`src/rtl/lru_page_replacement_defines.svh`:
```
// assertion macros used by the lru page table core
`ifndef LRU_PAGE_REPLACEMENT_DEFINES_SVH
`define LRU_PAGE_REPLACEMENT_DEFINES_SVH

`ifndef SYNTHESIS

// condition holds at every rising clock edge out of reset
`define LRUPR_ASSERT(label, cond, msg) \
    label: assert property (@(posedge clk) disable iff (!rst_n) (cond)) else $error(msg);

// consequent holds in the cycle after the antecedent
`define LRUPR_ASSERT_NEXT(label, ante, cons, msg) \
    label: assert property (@(posedge clk) disable iff (!rst_n) (ante) |=> (cons)) \
        else $error(msg);

`else

`define LRUPR_ASSERT(label, cond, msg)
`define LRUPR_ASSERT_NEXT(label, ante, cons, msg)

`endif

`endif

```
`src/rtl/lrupr_pkg.sv`:
```
package lrupr_pkg;

    localparam int MAX_SLOTS = 8;
    localparam int SLOT_W    = (MAX_SLOTS > 1) ? $clog2(MAX_SLOTS) : 1;
    localparam int CNT_W     = $clog2(MAX_SLOTS + 1);
    localparam int CFG_W     = 4;
    localparam int PAGE_W    = 8;
    localparam int FAULT_W   = 16;

    localparam logic [CFG_W-1:0] SLOTS_RESET = CFG_W'(4);

    typedef logic [SLOT_W-1:0]  slot_t;
    typedef logic [CNT_W-1:0]   cnt_t;
    typedef logic [PAGE_W-1:0]  page_t;
    typedef logic [FAULT_W-1:0] fault_t;

    typedef struct packed {
        page_t page;
        logic  first_of_string;
    } lrupr_req_t;

    typedef struct packed {
        logic   hit;
        slot_t  slot;
        logic   evicted;
        page_t  evicted_page;
        fault_t fault_count;
    } lrupr_rsp_t;

endpackage

```
`src/rtl/lrupr_ref_if.sv`:
```
interface lrupr_ref_if import lrupr_pkg::*; ();
    logic  valid;
    logic  ready;
    page_t page;
    logic  first_of_string;

    modport source (output valid, output page, output first_of_string, input ready);
    modport sink   (input valid, input page, input first_of_string, output ready);
endinterface

```
`src/rtl/lrupr_res_if.sv`:
```
interface lrupr_res_if import lrupr_pkg::*; ();
    logic   valid;
    logic   ready;
    logic   hit;
    slot_t  slot;
    logic   evicted;
    page_t  evicted_page;
    fault_t fault_count;

    modport source (output valid, output hit, output slot, output evicted,
                    output evicted_page, output fault_count, input ready);
    modport sink   (input valid, input hit, input slot, input evicted,
                    input evicted_page, input fault_count, output ready);
endinterface

```
`src/rtl/lrupr_core.sv`:
```
`include "lru_page_replacement_defines.svh"

module lrupr_core import lrupr_pkg::*;
(
    input  logic             clk,
    input  logic             rst_n,
    input  logic [CFG_W-1:0] slots_in_use,
    input  lrupr_req_t       req,
    input  logic             step,
    output lrupr_rsp_t       rsp
);

    localparam slot_t RANK_MAX = '1;

    page_t                 page_reg [MAX_SLOTS];
    logic [MAX_SLOTS-1:0]  valid_reg;
    logic [MAX_SLOTS-1:0]  valid_next;
    slot_t                 rank_reg [MAX_SLOTS];
    slot_t                 rank_next [MAX_SLOTS];
    cnt_t                  filled_reg;
    cnt_t                  filled_next;
    fault_t                fault_reg;
    fault_t                fault_next;

    logic [MAX_SLOTS-1:0]  cur_valid;
    slot_t                 cur_rank [MAX_SLOTS];
    cnt_t                  cur_filled;
    fault_t                cur_fault;
    cnt_t                  cap;
    logic                  hit;
    slot_t                 hit_slot;
    logic                  fill;
    logic                  found;
    slot_t                 lru_slot;
    slot_t                 sel;
    slot_t                 sel_rank;

    always_comb
    begin
        // start of string sees an empty table
        cur_valid  = req.first_of_string ? '0 : valid_reg;
        cur_filled = req.first_of_string ? '0 : filled_reg;
        cur_fault  = req.first_of_string ? '0 : fault_reg;
        for (int j = 0; j < MAX_SLOTS; j++)
        begin
            cur_rank[j] = req.first_of_string ? '0 : rank_reg[j];
        end

        if (slots_in_use == '0)
        begin
            cap = CNT_W'(1);
        end
        else if (32'(slots_in_use) > 32'(MAX_SLOTS))
        begin
            cap = CNT_W'(MAX_SLOTS);
        end
        else
        begin
            cap = CNT_W'(slots_in_use);
        end

        // lowest matching frame wins
        hit      = 1'b0;
        hit_slot = '0;
        for (int j = MAX_SLOTS - 1; j >= 0; j--)
        begin
            if (cur_valid[j] && (page_reg[j] == req.page))
            begin
                hit      = 1'b1;
                hit_slot = SLOT_W'(j);
            end
        end

        // oldest valid frame, lowest frame on a tie
        found    = 1'b0;
        lru_slot = '0;
        for (int j = 0; j < MAX_SLOTS; j++)
        begin
            if (cur_valid[j] && (!found || (cur_rank[j] > cur_rank[lru_slot])))
            begin
                lru_slot = SLOT_W'(j);
                found    = 1'b1;
            end
        end

        fill = !hit && (cur_filled < cap) && (32'(cur_filled) < 32'(MAX_SLOTS));

        if (hit)
        begin
            sel = hit_slot;
        end
        else if (fill)
        begin
            sel = cur_filled[SLOT_W-1:0];
        end
        else
        begin
            sel = lru_slot;
        end
        sel_rank = cur_rank[sel];

        for (int j = 0; j < MAX_SLOTS; j++)
        begin
            rank_next[j] = cur_rank[j];
            if (fill)
            begin
                if (cur_valid[j] && (cur_rank[j] < RANK_MAX))
                begin
                    rank_next[j] = cur_rank[j] + 1'b1;
                end
            end
            else if (cur_valid[j] && (SLOT_W'(j) != sel) && (cur_rank[j] < sel_rank))
            begin
                rank_next[j] = cur_rank[j] + 1'b1;
            end
        end
        rank_next[sel] = '0;

        valid_next = cur_valid;
        if (fill)
        begin
            valid_next[sel] = 1'b1;
        end
        filled_next = cur_filled + CNT_W'(fill);
        fault_next  = (!hit && (cur_fault != '1)) ? cur_fault + 1'b1 : cur_fault;

        rsp.hit          = hit;
        rsp.slot         = sel;
        rsp.evicted      = !hit && !fill;
        rsp.evicted_page = (!hit && !fill) ? page_reg[lru_slot] : '0;
        rsp.fault_count  = fault_next;
    end

    always_ff @(posedge clk or negedge rst_n)
    begin
        if (!rst_n)
        begin
            valid_reg  <= '0;
            filled_reg <= '0;
            fault_reg  <= '0;
            for (int j = 0; j < MAX_SLOTS; j++)
            begin
                rank_reg[j] <= '0;
            end
        end
        else if (step)
        begin
            valid_reg  <= valid_next;
            filled_reg <= filled_next;
            fault_reg  <= fault_next;
            for (int j = 0; j < MAX_SLOTS; j++)
            begin
                rank_reg[j] <= rank_next[j];
            end
        end
    end

    // page table, written only on a fault
    always_ff @(posedge clk)
    begin
        if (step && !hit)
        begin
            page_reg[sel] <= req.page;
        end
    end

    `LRUPR_ASSERT(a_filled_bound, 32'(filled_reg) <= 32'(MAX_SLOTS), "fill count beyond frame count")
    `LRUPR_ASSERT(a_valid_count, $countones(valid_reg) == 32'(filled_reg), "valid frames differ from fill count")
    `LRUPR_ASSERT_NEXT(a_sel_newest, step, valid_reg[$past(rsp.slot)] && (rank_reg[$past(rsp.slot)] == '0), "referenced frame not most recent")

endmodule

```
`src/rtl/lru_page_replacement.sv`:
```
// channel  | dir | payload                                             | handshake
// refs     | in  | page, first_of_string                               | valid/ready
// result   | out | hit, slot, evicted, evicted_page, fault_count       | valid/ready
// cfg      | in  | cfg_wdata (slots_in_use)                            | cfg_we
//
// one request per cycle when results are taken; a taken request waits in the input register
// the table update sits between the input register and the result register, one pass per request
// reset empties the table, zeroes the fault count and sets slots_in_use to four; no clearing pass
// a result that is not taken holds the result register; the input register then holds its request
// and refs.ready drops only while both registers are full and stalled

module lru_page_replacement import lrupr_pkg::*;
(
    input  logic             clk,
    input  logic             rst_n,
    lrupr_ref_if.sink        refs,
    lrupr_res_if.source      result,
    input  logic             cfg_we,
    input  logic [CFG_W-1:0] cfg_wdata
);

    logic [CFG_W-1:0] slots_reg;
    logic             in_vld_reg;
    lrupr_req_t       in_req_reg;
    logic             out_vld_reg;
    lrupr_rsp_t       out_rsp_reg;
    lrupr_rsp_t       rsp;
    logic             advance;

    assign advance    = in_vld_reg && (!out_vld_reg || result.ready);
    assign refs.ready = !in_vld_reg || advance;

    always_ff @(posedge clk or negedge rst_n)
    begin
        if (!rst_n)
        begin
            slots_reg <= SLOTS_RESET;
        end
        else if (cfg_we)
        begin
            slots_reg <= cfg_wdata;
        end
    end

    always_ff @(posedge clk or negedge rst_n)
    begin
        if (!rst_n)
        begin
            in_vld_reg  <= 1'b0;
            out_vld_reg <= 1'b0;
        end
        else
        begin
            if (refs.ready)
            begin
                in_vld_reg <= refs.valid;
            end
            if (advance)
            begin
                out_vld_reg <= 1'b1;
            end
            else if (result.ready)
            begin
                out_vld_reg <= 1'b0;
            end
        end
    end

    always_ff @(posedge clk)
    begin
        if (refs.ready && refs.valid)
        begin
            in_req_reg.page            <= refs.page;
            in_req_reg.first_of_string <= refs.first_of_string;
        end
        if (advance)
        begin
            out_rsp_reg <= rsp;
        end
    end

    lrupr_core u_core
    (
        .clk          (clk),
        .rst_n        (rst_n),
        .slots_in_use (slots_reg),
        .req          (in_req_reg),
        .step         (advance),
        .rsp          (rsp)
    );

    assign result.valid        = out_vld_reg;
    assign result.hit          = out_rsp_reg.hit;
    assign result.slot         = out_rsp_reg.slot;
    assign result.evicted      = out_rsp_reg.evicted;
    assign result.evicted_page = out_rsp_reg.evicted_page;
    assign result.fault_count  = out_rsp_reg.fault_count;

endmodule

```
`src/flat_wrapper.sv`:
```
// flat-port wrapper written by rule: the top's interface ports become plain ports
module lru_page_replacement_flat import lrupr_pkg::*;
  (clk, rst_n, cfg_we, cfg_wdata, refs_valid, refs_page, refs_first_of_string, refs_ready, result_valid, result_hit, result_slot, result_evicted, result_evicted_page, result_fault_count, result_ready);
  lrupr_ref_if refs_i ();
  lrupr_res_if result_i ();
  input  logic clk;
  input  logic rst_n;
  input  logic cfg_we;
  input  logic [CFG_W-1:0] cfg_wdata;
  input wire logic [$bits(refs_i.valid)-1:0] refs_valid;
  input wire logic [$bits(refs_i.page)-1:0] refs_page;
  input wire logic [$bits(refs_i.first_of_string)-1:0] refs_first_of_string;
  output wire logic [$bits(refs_i.ready)-1:0] refs_ready;
  output wire logic [$bits(result_i.valid)-1:0] result_valid;
  output wire logic [$bits(result_i.hit)-1:0] result_hit;
  output wire logic [$bits(result_i.slot)-1:0] result_slot;
  output wire logic [$bits(result_i.evicted)-1:0] result_evicted;
  output wire logic [$bits(result_i.evicted_page)-1:0] result_evicted_page;
  output wire logic [$bits(result_i.fault_count)-1:0] result_fault_count;
  input wire logic [$bits(result_i.ready)-1:0] result_ready;
  assign refs_i.valid = refs_valid;
  assign refs_i.page = refs_page;
  assign refs_i.first_of_string = refs_first_of_string;
  assign refs_ready = refs_i.ready;
  assign result_valid = result_i.valid;
  assign result_hit = result_i.hit;
  assign result_slot = result_i.slot;
  assign result_evicted = result_i.evicted;
  assign result_evicted_page = result_i.evicted_page;
  assign result_fault_count = result_i.fault_count;
  assign result_i.ready = result_ready;
  lru_page_replacement u_core (.clk(clk), .rst_n(rst_n), .refs(refs_i), .result(result_i), .cfg_we(cfg_we), .cfg_wdata(cfg_wdata));
endmodule
```
`config.mk`:
```
export PLATFORM = sky130hd
export DESIGN_NAME = lru_page_replacement_flat
export DESIGN_NICKNAME = d
export VERILOG_FILES = /design/src/rtl/lrupr_pkg.sv /design/src/rtl/lrupr_ref_if.sv /design/src/rtl/lrupr_res_if.sv /design/src/rtl/lrupr_core.sv /design/src/rtl/lru_page_replacement.sv /design/src/flat_wrapper.sv
export VERILOG_INCLUDE_DIRS = /design/src /design/src/rtl
export SDC_FILE = /design/constraint.sdc
export NUM_CORES = 1
export LEC_CHECK = 0
export BUFFER_PORTS_ARGS = -buffer_cell sky130_fd_sc_hd__buf_2
export CORE_ASPECT_RATIO = 1.75
export CORE_MARGIN = 2
export CORE_UTILIZATION = 45
export CTS_CLUSTER_SIZE = 12
export DETAILED_ROUTE_END_ITERATION = 7
export GPL_ROUTABILITY_DRIVEN = 0
export HOLD_SLACK_MARGIN = 0.05
export PLACE_DENSITY = 0.68
export SYNTH_ARGS = -nofsm -noshare
export SYNTH_HDL_FRONTEND = slang
export SYNTH_HIERARCHICAL = 1
export SYNTH_SLANG_ARGS = --single-unit
```
`constraint.sdc`:
```
create_clock -name clk -period 18.4 [get_ports clk]
set_input_delay 5.52 -clock clk [delete_from_list [all_inputs] [get_ports clk]]
set_output_delay 5.52 -clock clk [all_outputs]
set_load 0.02 [all_outputs]
```
==> impl_metrics.env <==
export IMPL_outcome="completed"
export IMPL_synthSimpleGateAreaFrac_pct=20.7
export IMPL_seq_power_share_pct=29.2
export IMPL_synth_edff_count=102
export IMPL_ys_warn_count=6
export IMPL_critPathMostFrequentCell="a21oi_1"
export IMPL_ys_seq_area_share_pct=42.1
export IMPL_syn_cell_area_sq_um=10700
export IMPL_drv_cap=0
export IMPL_fin_crit_sh_pct=86.8
export IMPL_min_path_type="register to register"
export IMPL_setup_tns_ns=0
export IMPL_max_freq_ghz=0.0626
export IMPL_first_pass_iters=7
export IMPL_start_util_pct=45.8
export IMPL_diodes=0
export IMPL_avgSynthCellArea_sq_um=9.41
export IMPL_p_sw_share_pct=47.8
export IMPL_crit_fanout=17
export IMPL_combinationalPowerShare_pct=52.0
export IMPL_fin_nets=1214
export IMPL_synth_net_count=1195
export IMPL_critical_path_required_ns=18.72
export IMPL_yosysUniqueCellTypes=88
export IMPL_insertion_delay_ns=0.45
export IMPL_cts_inserted_buffers=17
export IMPL_synth_fa_ha_area_share_pct=5.01
export IMPL_gr_total_overflow=0
export IMPL_pin_count=49
export IMPL_p_per_area_nw_per_um2=162
export IMPL_die_area_sq_um=25100
export IMPL_slew_violations=0
export IMPL_synth_top_family_by_area="simple AND/OR/NAND/NOR gates"
export IMPL_drt_iter0_drc=564
export IMPL_drive_above_1_share_pct=12.4
export IMPL_whs_endpoint="u_core/u_core/filled_reg[0]$_DFFE_PN0P_"
export IMPL_critPathLaunchType="register"
export IMPL_clk_pin_slew_ns=0.07
export IMPL_clkPwrFrac_pct=18.8
export IMPL_largest_reg_flops=64
export IMPL_p_switching_mw=0.911
export IMPL_dr_total_vias=9342
export IMPL_cts_root_buf="clkbuf_16"
export IMPL_antenna_found_initial=0
export IMPL_peakVddDrop_mv=0.120
export IMPL_power_internal_mw=0.994
export IMPL_area_growth_pct=9.45
export IMPL_clock_skew_ns=0.00934
export IMPL_r2r_end="u_core/u_core/rank_reg[0]$_DFFE_PN0P_"
export IMPL_min_path_cells=1
export IMPL_clock_sinks=160
export IMPL_slew_headroom_pct=22.9
export IMPL_critPathMaxStageDelay_ns=0.86
export IMPL_track_usage_pct=25.9
export IMPL_cp_end_kind="register"
export IMPL_ys_flop_type="edfxtp_1"
export IMPL_worstMarginPinSlew_ns=1.15
export IMPL_synth_seq_cells=160
export IMPL_reg2regPathDepth=62
export IMPL_wire_per_inst_microns=21.8
export IMPL_finalSetupViolCount=0
export IMPL_crit_slowest_cell="nor2_1"
export IMPL_hpwl_microns=23200
export IMPL_cts_hold_buf=0
export IMPL_syn_inst=1139
export IMPL_synthMuxAreaShare_pct=2.96
export IMPL_die_y_microns=208
export IMPL_postCtsSetupRepairBufs=0
export IMPL_synth_compound_area_share_pct=18.4
export IMPL_grt_pass1_vias=9302
export IMPL_io_buffers=48
export IMPL_grt_max_degree=59
export IMPL_worst_setup_path_type="register to register"
export IMPL_die_w_microns=121
export IMPL_antenna_left=0
export IMPL_synth_async_reset_ratio_pct=36.3
export IMPL_cts_resized=0
export IMPL_cp_startpoint="u_core/in_req_reg[0]$_DFFE_PP_"
export IMPL_cts_htree_levels=4
export IMPL_cts_tree="yes"
export IMPL_yosysTopAreaCellShare_pct=28.6
export IMPL_rsz0062_at_grt="false"
export IMPL_rows=74
export IMPL_synth_xor_area_share_pct=6.45
export IMPL_yosys_area_top_type="edfxtp_1"
export IMPL_wl_microns=32100
export IMPL_netlist_top_cells_area="edfxtp_1 29%, dfrtp_1 13%, ha_1 4.4%"
export IMPL_clockBufferDepth=2
export IMPL_nFillCells=2203
export IMPL_via_per_inst=6.33
export IMPL_p_leak_nw=4.42
export IMPL_arrival_ns=16.28
export IMPL_fin_util_pct=50.1
export IMPL_fin_crit_ns=15.96
export IMPL_reg2reg_from="u_core/in_req_reg[0]$_DFFE_PP_"
export IMPL_drc=0
export IMPL_grt_pass1_wl_microns=49600
export IMPL_worstHoldStart="u_core/u_core/filled_reg[0]$_DFFE_PN0P_"
export IMPL_hold_viol_final=0
export IMPL_regToRegSetupSlack_ns=2.44
export IMPL_core_sq_um=23400
==> synthesized netlist by cell type, drive strengths merged, types with 13 or more instances <==
master    n
buf      20
nand4    15
o211ai   15
a311oi   14
nand3    58
xor2     25
inv      39
and2     15
o21ai    52
edfxtp  102
ha       38
nor2    106
clkbuf   43
nor4     14
a211oi   18
nor2b    23
xnor2    54
a21oi    61
mux2     19
nand2   117
nor3     24
a22oi    13
dfrtp    57
a31oi    23
nand2b   35
==> layer usage <==
metal / wire (microns) / track usage (%) / vias to the layer above
li1: - / - / 4264
met1: 10500 / 24.6 / 4479
met2: 16600 / 45.5 / 444
met3: 1920 / 5.51 / 155
met4: 2990 / 23.4 / 0
met5: 0 / 0 / -
==> cell families after synthesis <==
| logic type | after synthesis |
|---|---|
| AND/OR/NAND/NOR | 449 |
| AO/OA/AOI/OAI | 275 |
| flip-flops | 160 |
| buffers and inverters | 103 |
| XOR/XNOR | 79 |
| adder cells (fa/ha/maj) | 44 |
| multiplexers | 29 |
==> metrics by stage <==
stage | cell area, sq um | total power, mW | worst slack [ns] | std cells | hold WS (ns)
floorplan | 10700 | 1.25 | 5.62 | 1139 | 0.471
global placement | 11100 | 1.50 | 3.52 | 1443 | 0.483
detailed placement | 11100 | 1.52 | 3.07 | 1443 | 0.488
CTS | 11700 | 1.88 | 3.03 | 1475 | 0.504
global route | 11700 | 2.02 | 1.32 | 1475 | 0.512
finish | 11700 | 1.90 | 2.44 | 1475 | 0.502
==> power groups by stage <==
stage / logic, mW / registers [mW] / clock network (mW)
after floorplan: 0.709 / 0.538 / 0
after global placement: 0.944 / 0.558 / 0
after detailed placement: 0.958 / 0.559 / 0
after CTS: 0.963 / 0.553 / 0.368
after global routing: 1.07 / 0.563 / 0.381
final: 0.991 / 0.555 / 0.358
==> worst max-delay path by stage <==
stage / slack [ns] / end
after floorplan: 5.62 / u_core/u_core/rank_reg[0]$_DFFE_PN0P_
after global placement: 3.52 / u_core/u_core/rank_reg[0]$_DFFE_PN0P_
after detailed placement: 3.07 / u_core/u_core/rank_reg[0]$_DFFE_PN0P_
after CTS: 3.03 / u_core/u_core/rank_reg[0]$_DFFE_PN0P_
after global routing: 1.32 / u_core/u_core/rank_reg[0]$_DFFE_PN0P_
final: 2.44 / u_core/u_core/rank_reg[0]$_DFFE_PN0P_
==> critical path: cells and delay by family (launching register included) <==
family,cells,cell delay (ns)
compound gates,32,6.83
simple gates,16,3.96
fa+ha+maj,7,2.07
mux,4,1.23
buf+inv,3,1.03
flops,1,0.65
==> layout make-up <==
type | instances | area, sq um | area share (%)
tap | 304 | 380 | 3.24
inverter | 40 | 151 | 1.29
clock inverter | 15 | 170 | 1.45
timing repair buffer | 63 | 353 | 3.01
multi-input combinational | 876 | 5740 | 48.9
sequential | 160 | 4520 | 38.5
clock buffer | 17 | 425 | 3.62
==> layout by cell type (no fill, tap or decap), types with 22 or more instances in the layout <==
cell type / synthesis / routed
o21ai_0: 46 / 46
a31oi_1: 22 / 22
ha_1: 38 / 38
edfxtp_1: 102 / 102
xnor2_1: 54 / 54
a21oi_1: 59 / 59
nand3_1: 58 / 58
buf_2: 5 / 48
nor3_1: 23 / 23
xor2_1: 25 / 25
nand2_1: 117 / 117
nor2_1: 106 / 106
inv_1: 38 / 38
nor2b_1: 23 / 23
nand2b_1: 35 / 35
dfrtp_1: 57 / 57
Power figures use the tool's default switching activity.
